**src/design/utf8_validating_decoder_defines.svh**
```systemverilog
// assertion macros shared by the utf8 decoder rtl
`ifndef UTF8_VALIDATING_DECODER_DEFINES_SVH
`define UTF8_VALIDATING_DECODER_DEFINES_SVH

// same-cycle implication, checked outside reset
`define UVD_ASSERT_IMPL(label, clk, rst_n, ante, cons) \
    label: assert property (@(posedge clk) disable iff (!rst_n) (ante) |-> (cons)) \
        else $error("uvd assertion failed");

// next-cycle implication, checked outside reset
`define UVD_ASSERT_NEXT(label, clk, rst_n, ante, cons) \
    label: assert property (@(posedge clk) disable iff (!rst_n) (ante) |=> (cons)) \
        else $error("uvd assertion failed");

`endif

```
**src/design/uvd_pkg.sv**
```systemverilog
// shared types and constants of the utf8 validating decoder
`default_nettype none
package uvd_pkg;

    localparam int CP_W = 21;
    localparam int CMD_FIFO_DEPTH = 4;

    localparam logic [CP_W-1:0] REPL_CHAR  = 21'h00FFFD;
    localparam logic [CP_W-1:0] MAX_SCALAR = 21'h10FFFF;
    localparam logic [CP_W-1:0] SURR_LO    = 21'h00D800;
    localparam logic [CP_W-1:0] SURR_HI    = 21'h00DFFF;

    // one decoded byte: some replacement chars, then an optional tail result
    typedef struct packed {
        logic            eos;
        logic            tail_repl;
        logic [CP_W-1:0] tail_cp;
        logic            has_tail;
        logic [1:0]      n_flush;
    } t_cmd;

endpackage
`default_nettype wire

```
**src/design/uvd_front.sv**
```systemverilog
// byte classifier and sequence state, turns each byte that yields output into a command
`default_nettype none
module uvd_front (
    input  wire logic          i_clk,
    input  wire logic          i_rst_n,
    input  wire logic          i_valid,
    output logic               o_ready,
    input  wire logic [7:0]    i_byte,
    input  wire logic          i_eos,
    input  wire logic          i_q_full,
    output logic               o_push,
    output uvd_pkg::t_cmd      o_cmd
);
    import uvd_pkg::*;

    localparam logic [CP_W-1:0] MIN_2B = 21'h000080;
    localparam logic [CP_W-1:0] MIN_3B = 21'h000800;
    localparam logic [CP_W-1:0] MIN_4B = 21'h010000;

    logic [2:0]      r_exp;
    logic [1:0]      r_seen;
    logic [CP_W-1:0] r_val;
    logic [2:0]      n_exp;
    logic [1:0]      n_seen;
    logic [CP_W-1:0] n_val;

    logic            pending;
    logic            is_cont;
    logic [2:0]      seen;
    logic [CP_W-1:0] acc;
    logic            complete;
    logic            bad;
    logic [2:0]      lead_len;
    logic            accept;
    t_cmd            cmd;

    assign o_ready = !i_q_full;
    assign accept  = i_valid && o_ready;
    assign pending = (r_exp != 3'd0);
    assign is_cont = (i_byte[7:6] == 2'b10);
    assign seen    = {1'b0, r_seen} + 3'd1;
    assign acc     = {r_val[CP_W-7:0], i_byte[5:0]};
    assign complete = ((seen + 3'd1) >= r_exp);

    always_comb begin
        bad = (acc >= SURR_LO && acc <= SURR_HI) || (acc > MAX_SCALAR);
        case (r_exp)
            3'd2: bad = bad || (acc < MIN_2B);
            3'd3: bad = bad || (acc < MIN_3B);
            3'd4: bad = bad || (acc < MIN_4B);
            default: bad = bad;
        endcase
    end

    always_comb begin
        if (!i_byte[7]) begin
            lead_len = 3'd1;
        end else if (i_byte[7:5] == 3'b110) begin
            lead_len = 3'd2;
        end else if (i_byte[7:4] == 4'b1110) begin
            lead_len = 3'd3;
        end else if (i_byte[7:3] == 5'b11110) begin
            lead_len = 3'd4;
        end else begin
            lead_len = 3'd0;
        end
    end

    always_comb begin
        cmd           = '0;
        cmd.eos       = i_eos;
        cmd.tail_cp   = REPL_CHAR;
        cmd.tail_repl = 1'b1;
        n_exp  = r_exp;
        n_seen = r_seen;
        n_val  = r_val;
        if (pending && is_cont) begin
            if (complete) begin
                cmd.has_tail  = 1'b1;
                cmd.tail_repl = bad;
                cmd.tail_cp   = bad ? REPL_CHAR : acc;
                n_exp = 3'd0;
            end else begin
                n_seen = seen[1:0];
                n_val  = acc;
                if (i_eos) begin
                    // string ends mid-sequence: lead plus every continuation seen
                    cmd.n_flush = seen[1:0] + 2'd1;
                end
            end
        end else begin
            if (pending) begin
                cmd.n_flush = r_seen + 2'd1;
            end
            n_exp = 3'd0;
            case (lead_len)
                3'd1: begin
                    cmd.has_tail  = 1'b1;
                    cmd.tail_repl = 1'b0;
                    cmd.tail_cp   = {{(CP_W-8){1'b0}}, i_byte};
                end
                3'd2, 3'd3, 3'd4: begin
                    if (i_eos) begin
                        cmd.has_tail = 1'b1;
                    end else begin
                        n_exp  = lead_len;
                        n_seen = 2'd0;
                        case (lead_len)
                            3'd2:    n_val = {{(CP_W-5){1'b0}}, i_byte[4:0]};
                            3'd3:    n_val = {{(CP_W-4){1'b0}}, i_byte[3:0]};
                            default: n_val = {{(CP_W-3){1'b0}}, i_byte[2:0]};
                        endcase
                    end
                end
                default: begin
                    cmd.has_tail = 1'b1;
                end
            endcase
        end
        if (i_eos) begin
            n_exp  = 3'd0;
            n_seen = 2'd0;
            n_val  = '0;
        end
        if (n_exp == 3'd0) begin
            n_seen = 2'd0;
            n_val  = '0;
        end
    end

    assign o_cmd  = cmd;
    assign o_push = accept && (cmd.has_tail || (cmd.n_flush != 2'd0));

    always_ff @(posedge i_clk) begin
        if (!i_rst_n) begin
            r_exp  <= 3'd0;
            r_seen <= 2'd0;
            r_val  <= '0;
        end else if (accept) begin
            r_exp  <= n_exp;
            r_seen <= n_seen;
            r_val  <= n_val;
        end
    end

endmodule
`default_nettype wire

```
**src/design/uvd_fifo.sv**
```systemverilog
// short command queue between the classifier and the expander
`default_nettype none
module uvd_fifo #(
    parameter int DEPTH = uvd_pkg::CMD_FIFO_DEPTH
) (
    input  wire logic          i_clk,
    input  wire logic          i_rst_n,
    input  wire logic          i_push,
    input  wire uvd_pkg::t_cmd i_cmd,
    input  wire logic          i_pop,
    output logic               o_full,
    output logic               o_valid,
    output uvd_pkg::t_cmd      o_cmd
);
    import uvd_pkg::*;

    localparam int PTR_W = (DEPTH > 1) ? $clog2(DEPTH) : 1;
    localparam int CNT_W = $clog2(DEPTH + 1);
    localparam logic [PTR_W-1:0] LAST_PTR = PTR_W'(DEPTH - 1);
    localparam logic [CNT_W-1:0] FULL_CNT = CNT_W'(DEPTH);

    t_cmd             r_mem [DEPTH];
    logic [PTR_W-1:0] r_wr;
    logic [PTR_W-1:0] r_rd;
    logic [CNT_W-1:0] r_cnt;
    logic             do_push;
    logic             do_pop;

    assign o_full  = (r_cnt == FULL_CNT);
    assign o_valid = (r_cnt != '0);
    assign o_cmd   = r_mem[r_rd];
    assign do_push = i_push && !o_full;
    assign do_pop  = i_pop && o_valid;

    always_ff @(posedge i_clk) begin
        if (do_push) begin
            r_mem[r_wr] <= i_cmd;
        end
    end

    always_ff @(posedge i_clk) begin
        if (!i_rst_n) begin
            r_wr  <= '0;
            r_rd  <= '0;
            r_cnt <= '0;
        end else begin
            if (do_push) begin
                r_wr <= (r_wr == LAST_PTR) ? '0 : r_wr + PTR_W'(1);
            end
            if (do_pop) begin
                r_rd <= (r_rd == LAST_PTR) ? '0 : r_rd + PTR_W'(1);
            end
            if (do_push && !do_pop) begin
                r_cnt <= r_cnt + CNT_W'(1);
            end else if (do_pop && !do_push) begin
                r_cnt <= r_cnt - CNT_W'(1);
            end
        end
    end

endmodule
`default_nettype wire

```
**src/design/uvd_back.sv**
```systemverilog
// expands commands into code points, one per cycle while the output is not stalled, behind an output register
`default_nettype none
module uvd_back (
    input  wire logic              i_clk,
    input  wire logic              i_rst_n,
    input  wire logic              i_valid,
    input  wire uvd_pkg::t_cmd     i_cmd,
    output logic                   o_pop,
    output logic                   o_valid,
    input  wire logic              i_ready,
    output logic [uvd_pkg::CP_W-1:0] o_cp,
    output logic                   o_repl,
    output logic                   o_last
);
    import uvd_pkg::*;

    logic [1:0]      r_idx;
    logic            r_valid;
    logic [CP_W-1:0] r_cp;
    logic            r_repl;
    logic            r_last;
    logic [2:0]      total;
    logic            load;
    logic            is_last;
    logic            in_flush;

    assign total    = {1'b0, i_cmd.n_flush} + {2'b00, i_cmd.has_tail};
    assign load     = i_valid && (!r_valid || i_ready);
    assign is_last  = (({1'b0, r_idx} + 3'd1) == total);
    assign in_flush = (r_idx < i_cmd.n_flush);
    assign o_pop    = load && is_last;

    always_ff @(posedge i_clk) begin
        if (!i_rst_n) begin
            r_valid <= 1'b0;
            r_idx   <= 2'd0;
        end else begin
            if (load) begin
                r_valid <= 1'b1;
                r_idx   <= is_last ? 2'd0 : r_idx + 2'd1;
            end else if (i_ready) begin
                r_valid <= 1'b0;
            end
        end
    end

    always_ff @(posedge i_clk) begin
        if (load) begin
            r_cp   <= in_flush ? REPL_CHAR : i_cmd.tail_cp;
            r_repl <= in_flush ? 1'b1 : i_cmd.tail_repl;
            r_last <= is_last && i_cmd.eos;
        end
    end

    assign o_valid = r_valid;
    assign o_cp    = r_cp;
    assign o_repl  = r_repl;
    assign o_last  = r_last;

endmodule
`default_nettype wire

```
**src/design/utf8_validating_decoder.sv**
```systemverilog
// a completed code point passes through the command queue and then the expander's output register
// throughput: one byte per cycle while each byte yields at most one code point and the output is not stalled
// a byte that yields k code points holds the expander for k transfers (k up to 4);
// the 4-entry command queue absorbs such bursts before input stalls
// reset: synchronous active-low, clears sequence state, queue and output valid
`default_nettype none
`include "utf8_validating_decoder_defines.svh"
module utf8_validating_decoder #(
    parameter int FIFO_DEPTH = uvd_pkg::CMD_FIFO_DEPTH
) (
    input  wire logic        i_clk,
    input  wire logic        i_rst_n,
    input  wire logic        s_axis_tvalid,
    output logic             s_axis_tready,
    input  wire logic [7:0]  s_axis_tdata,   // [7:0] data_byte
    input  wire logic        s_axis_tlast,   // end_of_string
    output logic             m_axis_tvalid,
    input  wire logic        m_axis_tready,
    output logic [23:0]      m_axis_tdata,   // [20:0] code_point, [23:21] zero
    output logic             m_axis_tuser,   // replaced
    output logic             m_axis_tlast    // final_result
);
    import uvd_pkg::*;

    // classifier to queue
    logic            push;
    t_cmd            push_cmd;
    logic            q_full;
    // queue to expander
    logic            q_valid;
    t_cmd            q_cmd;
    logic            pop;
    logic [CP_W-1:0] out_cp;

    // front: holds the pending sequence and classifies each byte
    uvd_front u_front (
        .i_clk    (i_clk),
        .i_rst_n  (i_rst_n),
        .i_valid  (s_axis_tvalid),
        .o_ready  (s_axis_tready),
        .i_byte   (s_axis_tdata),
        .i_eos    (s_axis_tlast),
        .i_q_full (q_full),
        .o_push   (push),
        .o_cmd    (push_cmd)
    );

    // queue lets the expander stall without stopping byte intake at once
    uvd_fifo #(
        .DEPTH (FIFO_DEPTH)
    ) u_fifo (
        .i_clk   (i_clk),
        .i_rst_n (i_rst_n),
        .i_push  (push),
        .i_cmd   (push_cmd),
        .i_pop   (pop),
        .o_full  (q_full),
        .o_valid (q_valid),
        .o_cmd   (q_cmd)
    );

    // back: one code point per transfer, replacement chars first
    uvd_back u_back (
        .i_clk   (i_clk),
        .i_rst_n (i_rst_n),
        .i_valid (q_valid),
        .i_cmd   (q_cmd),
        .o_pop   (pop),
        .o_valid (m_axis_tvalid),
        .i_ready (m_axis_tready),
        .o_cp    (out_cp),
        .o_repl  (m_axis_tuser),
        .o_last  (m_axis_tlast)
    );

    assign m_axis_tdata = {3'b000, out_cp};

    // a final byte always leaves at least one code point queued
    `UVD_ASSERT_IMPL(a_eos_pushes, i_clk, i_rst_n, s_axis_tvalid && s_axis_tready && s_axis_tlast, push)
    // a non-replaced code point is a valid scalar value
    `UVD_ASSERT_IMPL(a_scalar_ok, i_clk, i_rst_n, m_axis_tvalid && !m_axis_tuser, (out_cp <= MAX_SCALAR) && ((out_cp < SURR_LO) || (out_cp > SURR_HI)))
    // a replaced result always carries the replacement character
    `UVD_ASSERT_IMPL(a_repl_char, i_clk, i_rst_n, m_axis_tvalid && m_axis_tuser, out_cp == REPL_CHAR)

endmodule
`default_nettype wire
```
**config.mk**
```make
export PLATFORM = sky130hd
export DESIGN_NAME = utf8_validating_decoder
export DESIGN_NICKNAME = d
export VERILOG_FILES = /design/src/design/uvd_pkg.sv /design/src/design/uvd_front.sv /design/src/design/uvd_fifo.sv /design/src/design/uvd_back.sv /design/src/design/utf8_validating_decoder.sv
export VERILOG_INCLUDE_DIRS = /design/src /design/src/design
export SDC_FILE = /design/constraint.sdc
export NUM_CORES = 1
export LEC_CHECK = 0
export BUFFER_PORTS_ARGS = -buffer_cell sky130_fd_sc_hd__buf_2
export CORE_MARGIN = 2
export CORE_UTILIZATION = 24
export DETAILED_ROUTE_END_ITERATION = 10
export SLEW_MARGIN = 5
export SYNTH_ARGS = -nofsm -noshare
export SYNTH_HDL_FRONTEND = slang
export SYNTH_HIERARCHICAL = 1
export SYNTH_SLANG_ARGS = --single-unit
```
**constraint.sdc**
```tcl
create_clock -name i_clk -period 7.53 [get_ports i_clk]
set_input_delay 0.3765 -clock i_clk [delete_from_list [all_inputs] [get_ports i_clk]]
set_output_delay 0.3765 -clock i_clk [all_outputs]
set_load 0.02 [all_outputs]
```
==> impl_metrics.toml, run 1 <==
[setup_path]
timing.rr.start = "u_front/r_seen[0]"
crit_start = "u_front/r_seen[0]"
path_max_fanout = 7
arrival_ns = 4.53
crit_required_ns = 7.88
cp-end-kind = "register"
worst_setup_path_start_kind = "register"
crit_type = "register to register"

[placed_design]
place_worst_setup_slack_ns = 3.368
dp_hpwl_um = 8269
io_buffers = 37
placedInstanceArea_um2 = 7281
gp_congestion = 0.7756

[floorplan]
io_pins = 41
dieWidth_um = 171.7
rows = 61
fp.coreArea_um2 = 27710
fp.dieH_um = 171.7
initial_core_util = 0.2436
die-area_um2 = 29470

[synth]
seq_area_frac_synth = 0.6601
yosys.cell_types.count = 66
synth_area_leaders = "edfxtp_1 (57%), dfxtp_1 (9.5%), mux4_2 (6.7%)"
yosysWarnings = 6
synth-edff-count = 127
syn_inst = 426
avgSynthCellArea_um2 = 15.84
synthFlopType = "edfxtp_1"
synthArstFlopShare = 0
yosysTopAreaCellShare = 0.5652
syn_area_um2 = 6748
synth.largest_area_cell = "edfxtp_1"
ys_ff_latch = 159

[detailed_routing]
detail-route-antenna-nets = 0
wl_per_cell_um = 15.09
drt-total-wl_um = 12990
route.detailed.drc = 0
viasPerCell = 4.271
initialDrtViolationCount = 234
dr.pass1.iters = 4
vias = 3677

[sta]
rsz0062_at_grt = "no"
tns_ns = 0
layout_setup_ws_ns = 3.347
fin_crit_ns = 4.183
fin_crit_sh = 0.5556
drv_slew = 0
worst_pin_slew_ns = 0.9091
slew-limit-headroom = 0.3939
clock_skew_ns = 0.009663
hold_ws_ns = 0.2450
setup_viol = 0
hold_viol = 0
max_freq_mhz = 239.0

[clock_network]
ctsHoldBuffers = 0
cts_made_buffers = 17
cts_tree = "built"
cts.sinks = 159
cts.htree.levels = 4
clock_latency_ns = 0.42
clock-root-buffer = "clkbuf_16"
cts-resized-gates = 0
post_cts_buffers = 0
clkTransAtPathRegs_ns = 0.06
clk_path_buf_depth = 2

[worst_hold_path]
hold_path.class = "input port to register"
hold_start = "s_axis_tdata[1]"

[power]
p_leak_nw = 2.605
pwr_density_cell_nw_per_um2 = 326.3
peakVddDrop_mv = 0.1868

[grt]
grt_max_degree = 27
antenna_found_initial = 2
overflow = 0
first_global_vias = 3724
grt_pass1_wl_um = 20670
track_usage = 0.09297

[cells_and_area]
area_growth_pct = 16.00
design_area_um2 = 7828
nets = 498
drive_gt1_frac = 0.2324
fill_cells = 2763
final_util = 0.2825

[run_status]
status = "finished, final reports clean"

[run]
cap_violations = 0
==> area by class of cell <==
type,instances,area (um2),area share
clock buffers,19,452.9,0.05786
repair buffers,44,237.7,0.03037
clock inverters,13,91.34,0.01167
well taps,378,473.0,0.06042
multi-input cells,233,2063,0.2636
diodes,1,2.502,0.0003197
inverters,14,52.55,0.006714
flip-flops and latches,159,4454,0.5691
==> cell families (layout without fill, tap and decap cells) <==
group | Yosys count | after routing | synth area share
AOI/OAI and AO/OA | 50 | 50 | 0.05767
xor gates and xnor gates | 6 | 6 | 0.007788
buffers and inverters | 36 | 90 | 0.03523
other | 1 | 4 | 0.0005557
and+or+nand+nor | 127 | 127 | 0.1101
muxes | 31 | 31 | 0.09772
adders and majority gates | 16 | 16 | 0.03078
DFF | 159 | 159 | 0.6601
==> worst max-delay path, cell delays in order (launching register included) <==
cell	delay, ns
dfxtp_1	0.44
inv_1	0.14
ha_1	0.39
xor2_1	0.17
ha_1	0.26
and2_2	0.20
a21oi_1	0.42
a21o_1	0.25
o31a_1	0.13
nor2b_1	0.39
ha_1	0.26
inv_1	0.06
fa_1	0.37
xor2_1	0.16
or3_1	0.30
a21boi_0	0.18
==> layer usage <==
| metal | global-route usage | wire [um] | vias to the layer above |
|---|---|---|---|
| met2 | 0.1493 | 6093 | 76 |
| met3 | 0.02899 | 611 | 14 |
| met1 | 0.1182 | 6094 | 1865 |
| met5 | 0 | 0 | - |
| li1 | - | - | 1722 |
| met4 | 0.03279 | 191 | 0 |
==> cells in the mapped netlist (4+ instances only) <==
master	number
edfxtp_1	127
dfxtp_1	32
nand2_1	27
mux4_2	20
nand3_1	19
or2_1	16
ha_1	15
inv_1	14
o21ai_0	11
a22o_1	10
and2_1	9
nor2b_1	9
nand3b_1	7
nor2_1	7
buf_6	6
mux4_1	6
a21boi_0	5
buf_4	5
a21oi_1	4
buf_2	4
clkbuf_1	4
mux2i_1	4
nor3_1	4
nor3b_1	4
xor2_1	4
==> per-stage QoR <==
| step | std cells | total power, mW |
|---|---|---|
| final | 861 | 2.554 |
| after global routing | 861 | 2.696 |
| after CTS | 860 | 2.596 |
| after global placement | 828 | 1.804 |
| after floorplan | 428 | 1.661 |
| after detailed placement | 828 | 1.814 |
==> report_power, final <==
group | leakage (nW) | total (mW) | internal (mW) | switching (mW)
clock network | 0.265 | 0.779 | 0.438 | 0.341
registers | 1.42 | 1.18 | 1.14 | 0.0433
logic | 0.923 | 0.595 | 0.229 | 0.366
total | 2.60 | 2.55 | 1.80 | 0.750
==> worst paths after layout <==
check / slack [ns] / cells after the start / end
setup reg to reg: 3.35 / 15 / u_fifo/r_cnt[2]
setup / recovery: 3.35 / 15 / u_fifo/r_cnt[2]
hold / removal: 0.25 / 3 / u_front/r_val[1]
hold reg to reg: 0.50 / 2 / u_fifo/r_wr[1]
==> cells in the final DEF (no fill, tap or decap), drive strengths merged, types with 9 or more instances in the layout <==
cell / n
edfxtp: 127
buf: 44
dfxtp: 32
nand2: 27
mux4: 26
nand3: 19
clkbuf: 19
or2: 17
ha: 15
inv: 15
o21ai: 11
a22o: 11
and2: 11
nor2b: 9
clkinv: 9
==> flip-flops by register name, indices dropped and copies added (netlist names), named ones only <==
signal and cells:
u_back/o_valid 1, u_front/r_val 15, u_back/o_repl 1, u_back/r_idx 2
u_front/r_exp 3, u_fifo/r_rd 2, u_fifo/r_wr 2, u_front/r_seen 2
u_back/o_last 1, u_fifo/r_mem 104, u_back/o_cp 21, u_fifo/r_cnt 3
(Power assumes the default switching activity.)
==> inputs of run 2 (changes only) <==
Settings changed: ABC_AREA set to 1.
Clock period 7.53 ns to 4.4 ns, I/O delays scaled along.
==> impl_metrics.toml, run 2 <==
[run_status]
status = "finished, final reports clean"

[clock_network]
cts_tree = "built"
cts.htree.levels = 4
post_cts_buffers = 0
clk_path_buf_depth = 2
cts.sinks = 159
cts_made_buffers = 17
clkTransAtPathRegs_ns = 0.06
clock-root-buffer = "clkbuf_16"
clock_latency_ns = 0.42

[setup_path]
timing.rr.start = "u_front/r_seen[0]"
cp_common_cell = "inv_1"
crit_chain = "inv_1 > ha_1 > xnor2_1 > inv_1 > ha_1 > nand3_1 > nand3_1 > nor2_1 > nand3_1 > o21ai_0 > nor2_1 > a21oi_1 > nand2_2 > inv_1 > ha_1 > inv_1 > fa_1 > nand2_1 > nand3_1 > nand2_1 > inv_1 > nor2_1"
path_max_fanout = 7
cpMaxStageDelayCell = "dfxtp_1"
reg2reg_slack_ns = 0.55
slowest_delay_ns = 0.42
worst_setup_path_start_kind = "register"
crit_type = "register to register"
crit_end = "u_fifo/r_cnt[2]"
arrival_ns = 4.20
rr_worst_depth = 22
crit_required_ns = 4.76
crit_start = "u_front/r_seen[0]"
cp-end-kind = "register"
r2r_end = "u_fifo/r_cnt[2]"

[power]
p_leak_nw = 2.919
peakVddDrop_mv = 0.2727
p_clk_frac = 0.259
seqPwrFrac = 0.410
p_comb_frac = 0.332
pwr_density_cell_nw_per_um2 = 659.1
power_mw = 5.324
swShare = 0.3497
p_int_mw = 3.462
p_sw_mw = 1.862

[sta]
fin_crit_ns = 3.847
tns_ns = 0
clock_skew_ns = 0.01001
rsz0062_at_grt = "no"
max_freq_mhz = 259.9
setup_viol = 0
fin_crit_sh = 0.8744
drv_slew = 0
hold_ws_ns = 0.06270
hold_viol = 0
worst_pin_slew_ns = 0.9724
slew-limit-headroom = 0.3477

[grt]
track_usage = 0.09611
grt_pass1_wl_um = 22850
overflow = 0
grt_max_degree = 53
first_global_vias = 4326
antenna_found_initial = 0

[cells_and_area]
nets = 710
layout_common_cells = "edfxtp_1 (127), nor2_1 (87), inv_1 (65), nand2_1 (65), o21ai_0 (65)"
n_antenna_cell = 0
instances_no_fill = 1078
top_register = "u_fifo/r_mem"
drive_gt1_frac = 0.1599
largest_register_ffs = 104
fill_cells = 2990
area_growth_pct = 15.68
layout_commonest_cell = "edfxtp_1"

[synth]
syn_inst = 645
synth-edff-count = 127
yosysMostFrequentCell = "edfxtp_1"
yosysTopAreaCellShare = 0.5461
avgSynthCellArea_um2 = 10.83
synthArstFlopShare = 0
synthFlopType = "edfxtp_1"
yosysWarnings = 6
synth_commonest_cells = "edfxtp_1 (127), nor2_1 (91), nand2_1 (66)"
yosys.cell_types.count = 39
syn_area_um2 = 6983
seq_area_frac_synth = 0.6379
synth.largest_area_cell = "edfxtp_1"
ys_ff_latch = 159
synth_area_leaders = "edfxtp_1 (55%), dfxtp_1 (9.2%), nor2_1 (4.9%)"

[detailed_routing]
detail-route-antenna-nets = 0
wl_per_cell_um = 13.17
drt-total-wl_um = 14190
initialDrtViolationCount = 421
dr.pass1.iters = 5
viasPerCell = 4.177
route.detailed.drc = 0
vias = 4503

[worst_hold_path]
min_path_cells = 3
hold_path.class = "input port to register"

[floorplan]
fp.dieH_um = 174.6
initial_core_util = 0.2433
rows = 62
io_pins = 41
fp.coreArea_um2 = 28700
die-area_um2 = 30480
dieWidth_um = 174.6

[placed_design]
dp_hpwl_um = 9269
io_buffers = 37
dpl.cell_count = 1046
gp_congestion = 0.8097

[run]
cap_violations = 0
## run 2: cell types whose count changed in the layout (fill, tap and decap cells not counted), sizes merged, moves of 11 or more
cell	before	now
mux4	26	0
nand3	19	32
nor2	7	93
o21ai	11	84
o22ai	2	26
nand2	27	69
a22o	11	0
a21oi	5	29
inv	15	73
## run 2: worst max-delay path, delay by kind of cell, from the launching register on
family / cells / cell delay, ns
fa+ha+maj: 4 / 1.20
simple gates: 10 / 1.15
compound gates: 2 / 0.44
flops: 1 / 0.42
buf+inv: 5 / 0.40
xor+xnor: 1 / 0.16
## run 2: worst min path at each step
| stage | startpoint | to | slack (ns) |
|---|---|---|---|
| floorplan | i_rst_n | u_fifo/r_wr[0] | 0.34 |
| global placement | u_front/r_val[4] | u_front/r_val[4] | 0.48 |
| detailed placement | u_front/r_val[4] | u_front/r_val[4] | 0.49 |
| CTS | s_axis_tdata[1] | u_front/r_val[1] | 0.04 |
| global route | s_axis_tdata[1] | u_front/r_val[1] | 0.06 |
| finish | s_axis_tdata[1] | u_front/r_val[1] | 0.06 |
## run 2: layout make-up
class                           count  area, um2  share of cell area
Sequential cell                   159       4454              0.5514
Multi-Input combinational cell    385       2068              0.2560
Clock buffer                       25      496.7             0.06149
Tap cell                          384      480.5             0.05948
Inverter                           74      280.3             0.03470
Timing Repair Buffer               44      237.7             0.02943
Clock inverter                      7      60.06            0.007435
## run 2: power groups by stage
stage                     clock network, mW  logic, mW  registers [mW]
after floorplan                           0       1.23            2.34
after global placement                    0       1.75            2.22
after detailed placement                  0       1.79            2.22
after CTS                              1.41       1.80            2.19
after global routing                   1.48       2.03            2.21
final                                  1.38       1.76            2.18
## run 2: timing repair
action | 4_1_cts | 5_1_grt
hold buffers | 0 | 0
endpoints found under the setup margin | 0 | 1
resized for setup | 0 | 1
## run 2: kinds of logic after synthesis
group | Yosys count | share of synthesized area
and+or+nand+nor | 222 | 0.1471
adders and majority gates | 16 | 0.02974
buffers and inverters | 103 | 0.06880
DFF | 159 | 0.6379
xor gates and xnor gates | 2 | 0.002509
other | 1 | 0.0005370
AOI/OAI and AO/OA | 142 | 0.1134
## run 2: metal layers
metal | share of wire | vias to the layer above | GRT usage
met5 | 0 | - | 0
met4 | 0.015 | 0 | 0.03924
met3 | 0.060 | 14 | 0.02393
met2 | 0.44 | 97 | 0.1435
met1 | 0.48 | 2112 | 0.1334
li1 | - | 2280 | -
## run 2: per-stage QoR
stage	setup WS, ns	area, um2	utilization
2_1_floorplan	0.5158	6990	-
3_3_place_gp	0.7020	7518	0.2619
3_5_place_dp	0.5405	7518	0.2619
4_1_cts	0.4698	8075	0.2813
5_1_grt	0.005994	8078	0.2814
6_report	0.5528	8078	0.2814
==> inputs of run 3 (changes only) <==
Clock period 4.4 ns to 4.55 ns, I/O delays scaled along.
==> impl_metrics.toml, run 3 (same netlist as run 2, synthesis figures left out) <==
[sta]
setup_viol = 0
slew-limit-headroom = 0.3636
max_freq_mhz = 253.1
rsz0062_at_grt = "no"
tns_ns = 0
fin_crit_ns = 3.952
fin_crit_sh = 0.8685
worst_pin_slew_ns = 0.9488
clock_skew_ns = 0.01395
hold_viol = 0
drv_slew = 0

[detailed_routing]
detail-route-antenna-nets = 0
wl_per_cell_um = 13.13
vias = 4536
drt-total-wl_um = 14140
initialDrtViolationCount = 372
viasPerCell = 4.212
route.detailed.drc = 0
dr.pass1.iters = 5

[cells_and_area]
n_antenna_cell = 0
top_register = "u_fifo/r_mem"
nets = 709
layout_commonest_cell = "edfxtp_1"
fill_cells = 3010
layout_common_cells = "edfxtp_1 (127), nor2_1 (87), nand2_1 (66)"
area_growth_pct = 15.14
largest_register_ffs = 104
multi_input_area_um2 = 2066
design_area_um2 = 8040
seqCellArea_um2 = 4454
instances_no_fill = 1077
drive_gt1_frac = 0.1631

[setup_path]
slowest_delay_ns = 0.43
worst-path-buf-inv = 6
crit_required_ns = 4.87
cpMaxStageDelayCell = "dfxtp_1"
worst_setup_path_start_kind = "register"
cp_common_cell = "inv_1"
crit_type = "register to register"
crit_chain = "inv_1 > ha_1 > xnor2_1 > inv_1 > ha_1 > nand3_1 > nand3_1 > nor2_1 > nand3_1 > o21ai_0 > nor2_1 > a21oi_1 > nand2_1 > inv_1 > ha_1 > inv_1 > fa_1 > inv_1 > nand2_1 > nand3_1 > nand2_1 > inv_1 > nor2_1"
path_delay_family = "adder cells"
path_max_fanout = 7
arrival_ns = 4.27
cp-end-kind = "register"

[clock_network]
cts_tree = "built"
clock_latency_ns = 0.43
cts_made_buffers = 17
clk_path_buf_depth = 2
clkTransAtPathRegs_ns = 0.06
cts-resized-gates = 0
cts.sinks = 159
ctsHoldBuffers = 0
post_cts_buffers = 0
cts.htree.levels = 4
clock-root-buffer = "clkbuf_16"

[floorplan]
fp.coreArea_um2 = 28700
fp.dieH_um = 174.6
io_pins = 41
initial_core_util = 0.2433
rows = 62
die-area_um2 = 30480
dieWidth_um = 174.6

[grt]
track_usage = 0.09536
overflow = 0
first_global_vias = 4408
grt_max_degree = 53
antenna_found_initial = 1
grt_pass1_wl_um = 22690

[placed_design]
io_buffers = 37
placedInstanceArea_um2 = 7511
dp_hpwl_um = 9119
gp_congestion = 0.8033
dpl.cell_count = 1045

[power]
peakVddDrop_mv = 0.2769
p_leak_nw = 2.909
pwr_density_cell_nw_per_um2 = 631.2

[run]
cap_violations = 0

[worst_hold_path]
hold_path.class = "input port to register"

[run_status]
status = "finished, final reports clean"
[run 3: changes by cell type in the layout (fill, tap and decap cells not counted), sizes merged]
cell / before / now
inv: 73 / 77
buf: 44 / 43
clkbuf: 25 / 23
clkinv: 7 / 6
bufinv: 1 / 0
[run 3: cell type report]
type / instances / area share
clock inverter: 9 / 0.007314
timing repair buffer: 43 / 0.02863
sequential: 159 / 0.5540
inverter: 74 / 0.03486
clock buffer: 23 / 0.05851
tap: 384 / 0.05976
multi-input combinational: 385 / 0.2569
[run 3: final timing paths]
kind | from | to | slack (ns) | depth (start not counted)
worst max-delay path | u_front/r_seen[0] | u_fifo/r_cnt[2] | 0.60 | 23
worst min-delay path | s_axis_tdata[1] | u_front/r_val[1] | 0.06 | 3
worst max register to register | u_front/r_seen[0] | u_fifo/r_cnt[2] | 0.60 | 23
worst min register to register | u_front/r_val[7] | u_front/r_val[13] | 0.50 | 2
[run 3: metrics by stage]
step / power [mW] / hold WS (ns) / setup slack (ns) / utilization
6_report: 5.075 / 0.06263 / 0.5983 / 0.2801
5_1_grt: 5.466 / 0.07402 / 0.2292 / 0.2801
4_1_cts: 5.150 / 0.05040 / 0.6245 / 0.2801
3_5_place_dp: 3.867 / 0.4841 / 0.7025 / 0.2617
3_3_place_gp: 3.832 / 0.4784 / 0.8416 / 0.2617
2_1_floorplan: 3.456 / 0.3480 / 0.6658 / -
[run 3: power by group]
group | switching (mW) | internal [mW]
clock | 0.542 | 0.730
combinational | 1.17 | 0.524
sequential | 0.102 | 2.01
total | 1.81 | 3.26
[run 3: routing by layer]
metal | up-vias | track usage | part of all wire
li1 | 2289 | - | -
met2 | 80 | 0.1477 | 0.46
met1 | 2148 | 0.1270 | 0.48
met4 | 2 | 0.03646 | 0.014
met3 | 17 | 0.02676 | 0.043
met5 | - | 0 | 0.00078
[run 3: worst min-delay path, delay by kind of cell]
kind / cells / cell delay [ns]
and+or+nand+nor: 1 / 0.06
buffers and inverters: 1 / 0.11
AOI/OAI and AO/OA: 1 / 0.05
